[src/rtl/core/epd_pkg.sv]
`default_nettype none

package epd_pkg;

  // Parser phase codes
  localparam logic [1:0] PH_HUNT = 2'd0;
  localparam logic [1:0] PH_LEN  = 2'd1;
  localparam logic [1:0] PH_BODY = 2'd2;

  // Position inside the packet body
  localparam logic [2:0] POS_REG  = 3'd0;
  localparam logic [2:0] POS_DATA = 3'd1;
  localparam logic [2:0] POS_SUM  = 3'd5;
  localparam logic [2:0] POS_DONE = 3'd6;

  // Configuration register indexes
  localparam logic [1:0] CFG_HEAD   = 2'd0;
  localparam logic [1:0] CFG_ESCAPE = 2'd1;
  localparam logic [1:0] CFG_XOR    = 2'd2;

  localparam logic [7:0] HEAD_RESET   = 8'd126;
  localparam logic [7:0] ESCAPE_RESET = 8'd125;
  localparam logic [7:0] XOR_RESET    = 8'd32;

  typedef struct packed {
    logic [7:0]  reg_addr;
    logic [31:0] data_word;
    logic        packet_ok;
  } res_t;

  typedef struct packed {
    logic head_valid;
    logic tail_valid;
  } buf_status_t;

endpackage

`default_nettype wire

[src/rtl/core/epd_out_buf.sv]
`default_nettype none

module epd_out_buf (
  input  wire logic                clk,
  input  wire logic                rst_n,
  input  wire logic                push,
  input  wire epd_pkg::res_t       push_data,
  output logic                     space,
  output logic                     out_valid,
  input  wire logic                out_ready,
  output epd_pkg::res_t            out_data,
  output epd_pkg::buf_status_t     status
);
  import epd_pkg::*;

  res_t head_r, head_nxt;
  res_t tail_r, tail_nxt;
  logic head_valid_r, head_valid_nxt;
  logic tail_valid_r, tail_valid_nxt;
  logic pop;

  assign pop = head_valid_r & out_ready;

  always_comb begin
    head_nxt       = head_r;
    tail_nxt       = tail_r;
    head_valid_nxt = head_valid_r;
    tail_valid_nxt = tail_valid_r;
    // advance the tail word into the head slot on a pop
    if (pop) begin
      if (tail_valid_r) begin
        head_nxt       = tail_r;
        tail_valid_nxt = 1'b0;
      end else begin
        head_valid_nxt = 1'b0;
      end
    end
    if (push) begin
      if (!head_valid_nxt) begin
        head_nxt       = push_data;
        head_valid_nxt = 1'b1;
      end else begin
        tail_nxt       = push_data;
        tail_valid_nxt = 1'b1;
      end
    end
  end

  always_ff @(posedge clk) begin
    if (!rst_n) begin
      head_valid_r <= 1'b0;
      tail_valid_r <= 1'b0;
    end else begin
      head_valid_r <= head_valid_nxt;
      tail_valid_r <= tail_valid_nxt;
    end
  end

  always_ff @(posedge clk) begin
    head_r <= head_nxt;
    tail_r <= tail_nxt;
  end

  assign space             = ~tail_valid_r;
  assign out_valid         = head_valid_r;
  assign out_data          = head_r;
  assign status.head_valid = head_valid_r;
  assign status.tail_valid = tail_valid_r;

endmodule

`default_nettype wire

[src/rtl/core/escaped_packet_deframer.sv]
`default_nettype none

// Channel   Direction  Handshake              Payload
// in_       input      in_valid / in_ready    in_byte[7:0]
// out_      output     out_valid / out_ready  out_reg_addr[7:0], out_data_word[31:0],
//                                             out_packet_ok
// cfg_      input      cfg_valid / cfg_ready  cfg_index[1:0], cfg_data[7:0]
//
// One byte per cycle while in_ready is high: each accepted word updates the
// parser registers in the same cycle, and a finished packet result lands in a
// two-word output buffer of registered slots; the head slot drives out_valid.
// in_ready drops only while both output buffer slots hold results.
// cfg_ready is always high. Reset is synchronous, active low, and restores the
// register defaults and the hunting state.

module escaped_packet_deframer (
  input  wire logic        clk,
  input  wire logic        rst_n,
  input  wire logic        in_valid,
  output logic             in_ready,
  input  wire logic [7:0]  in_byte,
  output logic             out_valid,
  input  wire logic        out_ready,
  output logic [7:0]       out_reg_addr,
  output logic [31:0]      out_data_word,
  output logic             out_packet_ok,
  input  wire logic        cfg_valid,
  output logic             cfg_ready,
  input  wire logic [1:0]  cfg_index,
  input  wire logic [7:0]  cfg_data
);
  import epd_pkg::*;

  // configuration registers
  logic [7:0] head_value_r;
  logic [7:0] escape_value_r;
  logic [7:0] escape_xor_r;

  // parser state
  logic [1:0]  phase_r, phase_nxt;
  logic [7:0]  bytes_left_r, bytes_left_nxt;
  logic [2:0]  field_pos_r, field_pos_nxt;
  logic        escape_pending_r, escape_pending_nxt;
  logic [7:0]  sum_acc_r, sum_acc_nxt;
  logic [31:0] word_acc_r, word_acc_nxt;
  logic [7:0]  reg_hold_r, reg_hold_nxt;
  logic        sum_match_r, sum_match_nxt;

  logic        in_accept;
  logic        emit;
  logic        ok;
  res_t        res;
  res_t        out_res;
  logic        buf_space;
  buf_status_t buf_st;

  assign cfg_ready = 1'b1;
  assign in_ready  = buf_space;
  assign in_accept = in_valid & in_ready;

  always_ff @(posedge clk) begin
    if (!rst_n) begin
      head_value_r   <= HEAD_RESET;
      escape_value_r <= ESCAPE_RESET;
      escape_xor_r   <= XOR_RESET;
    end else if (cfg_valid && cfg_ready) begin
      // drop writes to indexes past the register list
      unique case (cfg_index)
        CFG_HEAD:   head_value_r   <= cfg_data;
        CFG_ESCAPE: escape_value_r <= cfg_data;
        CFG_XOR:    escape_xor_r   <= cfg_data;
        default: ;
      endcase
    end
  end

  always_comb begin
    phase_nxt          = phase_r;
    bytes_left_nxt     = bytes_left_r;
    field_pos_nxt      = field_pos_r;
    escape_pending_nxt = escape_pending_r;
    sum_acc_nxt        = sum_acc_r;
    word_acc_nxt       = word_acc_r;
    reg_hold_nxt       = reg_hold_r;
    sum_match_nxt      = sum_match_r;
    emit               = 1'b0;
    ok                 = 1'b0;
    res                = '0;

    if (in_accept) begin
      unique case (phase_r)
        PH_LEN: begin
          // start a fresh packet; a zero length reports an error at once
          field_pos_nxt      = POS_REG;
          escape_pending_nxt = 1'b0;
          sum_acc_nxt        = '0;
          word_acc_nxt       = '0;
          reg_hold_nxt       = '0;
          sum_match_nxt      = 1'b0;
          bytes_left_nxt     = in_byte;
          if (in_byte == 8'd0) begin
            phase_nxt = PH_HUNT;
            emit      = 1'b1;
          end else begin
            phase_nxt = PH_BODY;
          end
        end
        PH_BODY: begin
          if (field_pos_r == POS_REG) begin
            reg_hold_nxt  = in_byte;
            sum_acc_nxt   = in_byte;
            field_pos_nxt = POS_DATA;
          end else if (field_pos_r < POS_SUM) begin
            // escapes count toward the checksum too
            sum_acc_nxt = sum_acc_r + in_byte;
            if (escape_pending_r) begin
              word_acc_nxt       = {word_acc_r[23:0], in_byte ^ escape_xor_r};
              escape_pending_nxt = 1'b0;
              field_pos_nxt      = field_pos_r + 3'd1;
            end else if (in_byte == escape_value_r) begin
              escape_pending_nxt = 1'b1;
            end else begin
              word_acc_nxt  = {word_acc_r[23:0], in_byte};
              field_pos_nxt = field_pos_r + 3'd1;
            end
          end else if (field_pos_r == POS_SUM) begin
            sum_match_nxt = (sum_acc_r == in_byte);
            field_pos_nxt = POS_DONE;
          end
          // bytes past the checksum only count down

          bytes_left_nxt = bytes_left_r - 8'd1;
          if (bytes_left_nxt == 8'd0) begin
            emit = 1'b1;
            ok   = (field_pos_nxt == POS_DONE) && sum_match_nxt;
            if (ok) begin
              res.reg_addr  = reg_hold_nxt;
              res.data_word = word_acc_nxt;
            end
            phase_nxt          = PH_HUNT;
            field_pos_nxt      = POS_REG;
            escape_pending_nxt = 1'b0;
            sum_acc_nxt        = '0;
            word_acc_nxt       = '0;
            reg_hold_nxt       = '0;
            sum_match_nxt      = 1'b0;
          end
        end
        default: begin
          // hunting, and the unused phase code behaves the same
          phase_nxt = (in_byte == head_value_r) ? PH_LEN : PH_HUNT;
        end
      endcase
    end
    res.packet_ok = ok;
  end

  always_ff @(posedge clk) begin
    if (!rst_n) begin
      phase_r          <= PH_HUNT;
      bytes_left_r     <= '0;
      field_pos_r      <= POS_REG;
      escape_pending_r <= 1'b0;
      sum_acc_r        <= '0;
      word_acc_r       <= '0;
      reg_hold_r       <= '0;
      sum_match_r      <= 1'b0;
    end else begin
      phase_r          <= phase_nxt;
      bytes_left_r     <= bytes_left_nxt;
      field_pos_r      <= field_pos_nxt;
      escape_pending_r <= escape_pending_nxt;
      sum_acc_r        <= sum_acc_nxt;
      word_acc_r       <= word_acc_nxt;
      reg_hold_r       <= reg_hold_nxt;
      sum_match_r      <= sum_match_nxt;
    end
  end

  // hold finished results until the sink takes them
  epd_out_buf u_out_buf (
    .clk       (clk),
    .rst_n     (rst_n),
    .push      (emit),
    .push_data (res),
    .space     (buf_space),
    .out_valid (out_valid),
    .out_ready (out_ready),
    .out_data  (out_res),
    .status    (buf_st)
  );

  assign out_reg_addr  = out_res.reg_addr;
  assign out_data_word = out_res.data_word;
  assign out_packet_ok = out_res.packet_ok;

  a_err_zero: assert property (@(posedge clk) disable iff (!rst_n)
    out_valid && !out_packet_ok |-> out_reg_addr == 8'd0 && out_data_word == 32'd0)
    else $error("error result carries nonzero fields");

  a_buf_order: assert property (@(posedge clk) disable iff (!rst_n)
    buf_st.tail_valid |-> buf_st.head_valid)
    else $error("output buffer tail filled with empty head");

  a_zero_len: assert property (@(posedge clk) disable iff (!rst_n)
    in_valid && in_ready && phase_r == PH_LEN && in_byte == 8'd0 |=> out_valid)
    else $error("zero length produced no result");

  a_pos_range: assert property (@(posedge clk) disable iff (!rst_n)
    field_pos_r <= POS_DONE)
    else $error("field position out of range");

endmodule

`default_nettype wire

[config.mk]
export PLATFORM = sky130hd
export DESIGN_NAME = escaped_packet_deframer
export DESIGN_NICKNAME = d
export VERILOG_FILES = /design/src/rtl/core/epd_pkg.sv /design/src/rtl/core/epd_out_buf.sv /design/src/rtl/core/escaped_packet_deframer.sv
export SDC_FILE = /design/constraint.sdc
export NUM_CORES = 1
export LEC_CHECK = 0
export BUFFER_PORTS_ARGS = -buffer_cell sky130_fd_sc_hd__buf_4
export CELL_PAD_IN_SITES_DETAIL_PLACEMENT = 0
export CELL_PAD_IN_SITES_GLOBAL_PLACEMENT = 1
export CORE_ASPECT_RATIO = 0.9
export CORE_UTILIZATION = 25
export DETAILED_ROUTE_END_ITERATION = 7
export PLACE_DENSITY = 0.55
export SYNTH_ARGS = -nofsm -noshare
export SYNTH_HDL_FRONTEND = slang
export SYNTH_HIERARCHICAL = 1
export SYNTH_SLANG_ARGS = --single-unit
[constraint.sdc]
create_clock -name clk -period 5.4 [get_ports clk]
set_input_delay 0.54 -clock clk [delete_from_list [all_inputs] [get_ports clk]]
set_output_delay 0.54 -clock clk [all_outputs]
set_load 0.005 [all_outputs]
Word level (Yosys, flattened, before mapping)
Cells that the tools add are included.

Flip-flop bits (word level): 171. Latch bits: 0. RAM bits: 0. Bits in read-only memories: 0. Output and inout bits: 44. Word-level logic and storage cells: 115. Memories kept: 0.

$add $sub $neg: 3. Multipliers: 0. Divide/modulo/power cells: 0. Order comparisons: 1. Equal/unequal tests: 13. Shifts and indexed selects: 0. Muxes and demuxes: 61. Bitwise logic cells: 4. Reductions and logical operators: 14.

Operators with widths (number): $mux W41 (4); $mux W32 (5); $mux W40 (4); $pmux W32 S2 (1); $pmux W8 S2 (3); $mux W8 (5); $eq A8 B8 Y1 (3); $mux W1 (24); $mux W3 (8); $logic_not A8 Y1 (2); $reduce_and A2 Y1 (6); $add A8 B8 Y8 (1); $sub A8 B1 Y8 const B (1); $xor A8 B8 Y8 (1); $eq A3 B3 Y1 const B (2); $ne A3 B3 Y1 const B (2); $pmux W1 S2 (3); $pmux W3 S2 (1); $eq A2 B1 Y1 const B (2); $eq A2 B2 Y1 const B (2); $mux W2 (2); $ne A4 B4 Y1 const B (1); $pmux W2 S2 (1); $reduce_and A4 Y1 (1); 10 further kinds (11).

Depth between registers and ports, before layout
Gate-level depths: netlist of the first run.

Word-level depth: 15. Depth in mapped cells: 14. Mapped depth without buffers: 10.

Hierarchy
The synthesis of the first run kept the hierarchy.

Modules (own cells, without submodules): escaped_packet_deframer (times used 1, cells an instance 626, area an instance 4953.5 sq um); epd_out_buf (times used 1, cells an instance 285, area an instance 3485.8 sq um).

Worst setup path before layout of the first run
No wires, ideal clock.

Path type: in2reg. From: in in_byte[5]. To: reg u_out_buf.head_r, in the netlist u_out_buf/out_data[1]. Setup time: 87 ps. Arrival time: 3159 ps. Data required time: 5313 ps. Path slack: 2154 ps. Cell stages on the path: 11. Path buffers: 2. Cell sequence: ha_1 > or4_1 > or4_1 > a21oi_1 > o211ai_1 > or4_1 > buf_2 > buf_6 > nor2_1 > inv_1 > a221oi_2.

RTL lines: start: declaration (line escaped_packet_deframer.sv:21) `input wire logic [7:0] in_byte,`; end signal: assignment (line epd_out_buf.sv:60) `head_r <= head_nxt;`; end: declaration (line epd_out_buf.sv:16) `res_t head_r, head_nxt;`.

==> results of run 1 <==
[layout make-up]
type	instances	area [sq um]
Sequential cell	171	3830
Clock inverter	15	178
Timing Repair Buffer	76	571
Inverter	54	203
Fill cell	3447	23200
Clock buffer	17	425
Tap cell	422	528
Multi-Input combinational cell	618	4070
[how the worst max path moves through the flow]
stage | startpoint | to | slack [ns] | depth (start not counted)
floorplan | in_byte[5] | u_out_buf/out_data[1]$_DFF_P_ | 2.15 | 11
global placement | in_byte[5] | u_out_buf/out_data[40]$_DFF_P_ | 1.02 | 11
detailed placement | in_byte[5] | u_out_buf/out_data[40]$_DFF_P_ | 0.97 | 11
CTS | sum_acc_r[4]$_SDFFE_PN0P_ | u_out_buf/out_data[40]$_DFF_P_ | 1.38 | 10
global route | sum_acc_r[1]$_SDFFE_PN0P_ | u_out_buf/out_data[40]$_DFF_P_ | 1.23 | 10
finish | sum_acc_r[4]$_SDFFE_PN0P_ | u_out_buf/out_data[40]$_DFF_P_ | 1.45 | 10
[tightest hold or removal path: stages]
cell and delay [ns]:
buf_4 0.09, nand2_1 0.04, nand3_1 0.06
[where the power goes]
group | switching, W | internal (W) | total, W
combinational | 0.0000792 | 0.0000454 | 0.000125
clock | 0.000619 | 0.000626 | 0.00124
sequential | 0.00000638 | 0.00131 | 0.00132
[stage by stage]
stage	worst slack, ns	instances	hold slack [ns]	util	power, W
after floorplan	2.15	909	0.442	-	0.00142
after global placement	1.02	1341	0.457	0.279	0.00147
after detailed placement	0.972	1341	0.456	0.279	0.00147
after CTS	1.38	1373	0.320	0.297	0.00273
after global routing	1.23	1373	0.339	0.297	0.00279
final	1.45	1373	0.341	0.297	0.00269
[flip-flops by register name, indices dropped and copies added (netlist names), 2 cells and up]
register,cells
reg_hold_r,8
head_value_r,8
bytes_left_r,8
escape_value_r,8
escape_xor_r,8
phase_r,2
word_acc_r,32
sum_acc_r,8
field_pos_r,3
u_out_buf/out_data,41
u_out_buf/tail_r,41
[cells in the final DEF (no fill, tap or decap), types with 3 or more instances in the layout]
master       n
nand2b_1     4
inv_1       52
or4_1        4
nand3b_1     4
o211ai_1     6
a22o_1      32
nor2b_1     12
nor3_1       6
clkinv_4     3
o21ai_1     12
xor2_1       9
a31oi_1      4
and2_1       5
a21oi_1     30
nor4_1       3
nand2_1    152
nand4_1      6
a221oi_2    40
xnor2_1     15
inv_8        4
buf_4       76
clkinv_8     5
dfxtp_1    129
a21boi_0     7
a221oi_1     3
o22ai_1     57
nand3_1     20
a21o_1       4
ha_1        14
clkbuf_16   17
mux2i_1     10
o21ai_0     12
edfxtp_1    41
and3_1       9
a21oi_2     31
nor2_1      68
[per-layer routing]
metal | share of wire | GRT usage
met4 | 0.0077 | 0.0374
met1 | 0.54 | 0.227
met3 | 0.038 | 0.0281
met5 | 0 | 0
met2 | 0.41 | 0.214
==> impl_results.md, run 1 <==
* Post-DP Area at 0.00921 sq mm
* Worst Hold Endpoint: head_value_r[1]$_SDFFE_PN1P_
* R2r endpoint: u_out_buf/out_data[40]$_DFF_P_
* Sum Neg Setup Slack at 0 ns
* Synth Cell Area at 0.00842 sq mm
* Reg-to-Reg Start: sum_acc_r[4]$_SDFFE_PN0P_
* Cells after synthesis at 909
* Tightest Pin Transition at 1.10 ns
* Layout cell share with drive strength beyond 1 at 0.207
* Inserted Clock Buffers at 17
* DR vias at 6734
* CP Buf/Inv Count at 2
* Lkg Pwr at 3.42 nW
* Synth Net Count at 947
* Chip height at 176 um
* Post-cts resize count at 0
* Yosys warning count at 6
* FP Rows at 63
* Critical-path maximum fanout at 25
* Max incr delay on CP at 0.95 ns
* Antenna violation net count after detailed routing at 0
* Hold WC Path Type: input port to flip-flop
* Crit Path Category: flip-flop to flip-flop
* Port-buffer cells at 65
* Min Tclk post-route at 3.95 ns
* Period utilisation layout at 0.732
* Post-CTS setup buffer count at 0
* Final nets at 976
* Final GP Congestion at 0.785
* Hold path depth at 3
* Drt wl/cell at 18.3 um
* Dpl hpwl at 16.3 mm
* Worst path slowest cell: or4_2
* Critical-path cell list: ha_1, or4_1, or4_1, a21oi_1, o211ai_1, or4_2, buf_4, a21oi_1, inv_1, a221oi_1
* Core Area at 0.0330 sq mm
* Number of global-route vias before repair at 6496
* First-pass GRT wire length at 39.8 mm
* Initial DRC Count at 481
* Pre-antenna DRT Iters at 4
* CP startpoint kind: flip-flop
* Critical Path Sink Type: flip-flop
* Peak supply drop at 0.182 mV
* Delay-heaviest family, CP: simple AND/OR/NAND/NOR gates
* Clk_lat worst skew at 0.44 ns
* Global route overflow at 0
* RSZ-0062 raised after global routing: false
* Die X at 195 um
* Worst EP required at 5.74 ns
* Final Hold Vio Count at 0
* Largest net degree at the start of global routing at 60
* Area grow syn2layout at 16.5%
* Flop2flop setup slack at 1.45 ns
* Root Buffer: clkbuf_16
* N_diodes at 0
* Fmax at 0.253 GHz
* Outcome: finished clean
* R2r worst-path depth at 10
* Vias per cell at 4.90
* Longest Clk Path Bufs at 2
* Final setup viols at 0
* Reg clk slew, reported paths at 0.08 ns
* CP arrival at 4.29 ns
* Post-Route WL at 25.1 mm
* Num ports at 67
* Sink Count at 171
* Die ar. at 0.0344 sq mm
* Finished Cell Area at 0.00981 sq mm
* Hold Path Origin: cfg_data[1]
* Final slew viol count at 0
* Clock Skew at 0.0160 ns
* DRC viols at 0
* CTS tree: built
* Initial antenna violation count at 0
* Post-CTS Hold Fix Bufs at 0
* GRT Util Overall at 0.150
* Relative slew slack at 0.264
* P per Cell Area at 274 mW/mm^2
* Deepest level of the CTS H-tree at 4
* Max Cap Viol at 0
* Syn Area/Cell at 9.27 sq um
* Starting density of the core at 0.255
Power figures use the tool's default switching activity.
==> run 2: changes to the inputs <==
==> constraint.sdc (replaced) <==
create_clock -name clk -period 3.96 [get_ports clk]
set_input_delay 0.396 -clock clk [delete_from_list [all_inputs] [get_ports clk]]
set_output_delay 0.396 -clock clk [all_outputs]
set_load 0.005 [all_outputs]
==> impl_results.md, run 2 (synthesized netlist as in run 1, its figures left out) <==
* GRT Util Overall at 0.154
* Final setup viols at 0
* Post-Route WL at 25.7 mm
* Sum Neg Setup Slack at 0 ns
* Logic pwr share at 0.050
* Fillers at 3471
* Hold Path Origin: cfg_data[6]
* N_diodes at 0
* Reg clk slew, reported paths at 0.07 ns
* Inserted Clock Buffers at 17
* Root Buffer: clkbuf_16
* CP arrival at 3.82 ns
* Number of global-route vias before repair at 6670
* Finished Layout Cells at 1387
* Outcome: finished clean
* Vias per cell at 4.91
* Clk_lat worst skew at 0.44 ns
* Core Area at 0.0330 sq mm
* Num ports at 67
* Min Tclk post-route at 3.48 ns
* Period utilisation layout at 0.879
* Final GP Congestion at 0.782
* Tightest Pin Transition at 1.03 ns
* Drt wl/cell at 18.5 um
* Hold WC Path Type: input port to flip-flop
* Register share of total power at 0.499
* Net Switching at 0.000919 W
* Peak supply drop at 0.259 mV
* Clk network pwr share at 0.451
* Clock Skew at 0.0142 ns
* Die ar. at 0.0344 sq mm
* CP startpoint kind: flip-flop
* Max Cap Viol at 0
* Worst hold margin at 0.213 ns
* Hold path depth at 3
* Int Pwr at 0.00268 W
* First-pass GRT wire length at 40.8 mm
* Area grow syn2layout at 17.5%
* Final Hold Vio Count at 0
* Critical Path Sink Type: flip-flop
* DRC viols at 0
* Final core utilization at 0.300
* Register area at 0.00383 sq mm
* DR vias at 6805
* R2r worst-path depth at 10
* RSZ-0062 raised after global routing: false
* Port-buffer cells at 65
* Global route overflow at 0
* Pre-antenna DRT Iters at 5
* Crit Path Category: flip-flop to flip-flop
* Reg-to-Reg Start: sum_acc_r[1]$_SDFFE_PN0P_
* Most frequent cells in the layout: nand2_1 (152), dfxtp_1 (129), buf_4 (87), nor2_1 (68), o22ai_1 (57)
* CTS tree: built
* Fmax at 0.287 GHz
* Deepest level of the CTS H-tree at 4
* CP dominant cell by count: or4_1
* Flop2flop setup slack at 0.48 ns
* Die X at 195 um
* Max incr delay on CP at 0.60 ns
* Relative slew slack at 0.310
* Worst path slowest cell: or4_2
* Post-CTS Hold Fix Bufs at 0
* R2r endpoint: u_out_buf/out_data[6]$_DFF_P_
* Final nets at 990
* Chip height at 176 um
* Delay-heaviest family, CP: simple AND/OR/NAND/NOR gates
* Longest Clk Path Bufs at 2
* Worst EP required at 4.30 ns
* Initial DRC Count at 446
* FP Rows at 63
* Critical-path maximum fanout at 40
* Dpl hpwl at 16.5 mm
* Starting density of the core at 0.255
* Largest net degree at the start of global routing at 58
* Sink Count at 171
* Post-cts resize count at 0
* Dpl cells at 1355
* Antenna violation net count after detailed routing at 0
* Commonest non-fill, non-tap cell in the layout: nand2_1
* Initial antenna violation count at 0
* Lkg Pwr at 3.48 nW
* P per Cell Area at 363 mW/mm^2
* CP Buf/Inv Count at 2
* Switching part of the total at 0.256
* Worst Hold Endpoint: escape_value_r[6]$_SDFFE_PN1P_
* Post-CTS setup buffer count at 0
* Layout cell share with drive strength beyond 1 at 0.217
* Critical-path cell list: ha_1, or4_1, or4_1, a21oi_1, o211ai_1, or4_2, buf_12, nor2_1, inv_1, a221oi_2
* Multi-input logic area at 0.00407 sq mm
* Final slew viol count at 0
run 2: final cells by class:
type / instances / share of cell area
Multi-Input combinational cell: 618 / 0.411
Timing Repair Buffer: 90 / 0.0721
Tap cell: 422 / 0.0533
Sequential cell: 171 / 0.387
Inverter: 54 / 0.0205
Clock inverter: 13 / 0.0116
Clock buffer: 19 / 0.0437
run 2: how the worst max path moves through the flow:
stage | endpoint | from | depth (start not counted)
floorplan | u_out_buf/tail_r[0]$_DFFE_PP_ | bytes_left_r[0]$_SDFFE_PN0P_ | 8
global route | u_out_buf/out_data[3]$_DFF_P_ | sum_acc_r[1]$_SDFFE_PN0P_ | 10
finish | u_out_buf/out_data[6]$_DFF_P_ | sum_acc_r[1]$_SDFFE_PN0P_ | 10
global placement | u_out_buf/out_data[2]$_DFF_P_ | in_byte[5] | 11
CTS | u_out_buf/out_data[32]$_DFF_P_ | sum_acc_r[1]$_SDFFE_PN0P_ | 10
detailed placement | u_out_buf/out_data[13]$_DFF_P_ | in_byte[5] | 11
run 2: per-stage QoR:
| stage | total power (W) | setup slack [ns] | area [sq um] |
|---|---|---|---|
| finish | 0.00359 | 0.481 | 9900 |
| global route | 0.00373 | 0.343 | 9900 |
| CTS | 0.00364 | 0.506 | 9900 |
| detailed placement | 0.00201 | 0.306 | 9350 |
| global placement | 0.00201 | 0.319 | 9350 |
| floorplan | 0.00194 | 0.831 | 8420 |
run 2: power by group through the flow:
| stage | Combinational (W) | Sequential, W | Clock (W) |
|---|---|---|---|
| 6_report | 0.000179 | 0.00179 | 0.00162 |
| 5_1_grt | 0.000195 | 0.00179 | 0.00174 |
| 4_1_cts | 0.000180 | 0.00179 | 0.00167 |
| 3_5_place_dp | 0.000179 | 0.00183 | 0 |
| 3_3_place_gp | 0.000179 | 0.00183 | 0 |
| 2_1_floorplan | 0.000110 | 0.00183 | 0 |
run 2: metal layers:
layer	up-vias	share of wire	GRT usage
met3	10	0.028	0.0271
met2	99	0.43	0.228
li1	3382	-	-
met1	3314	0.54	0.231
met4	0	0.0067	0.0315
met5	-	0	0
run 2: worst reg2reg max path, stage by stage, from the launching register on:
cell and delay, ns:
dfxtp_1 0.39, ha_1 0.27, or4_1 0.55, or4_1 0.55, a21oi_1 0.15, o211ai_1 0.09, or4_2 0.60, buf_12 0.22
nor2_1 0.26, inv_1 0.08, a221oi_2 0.23
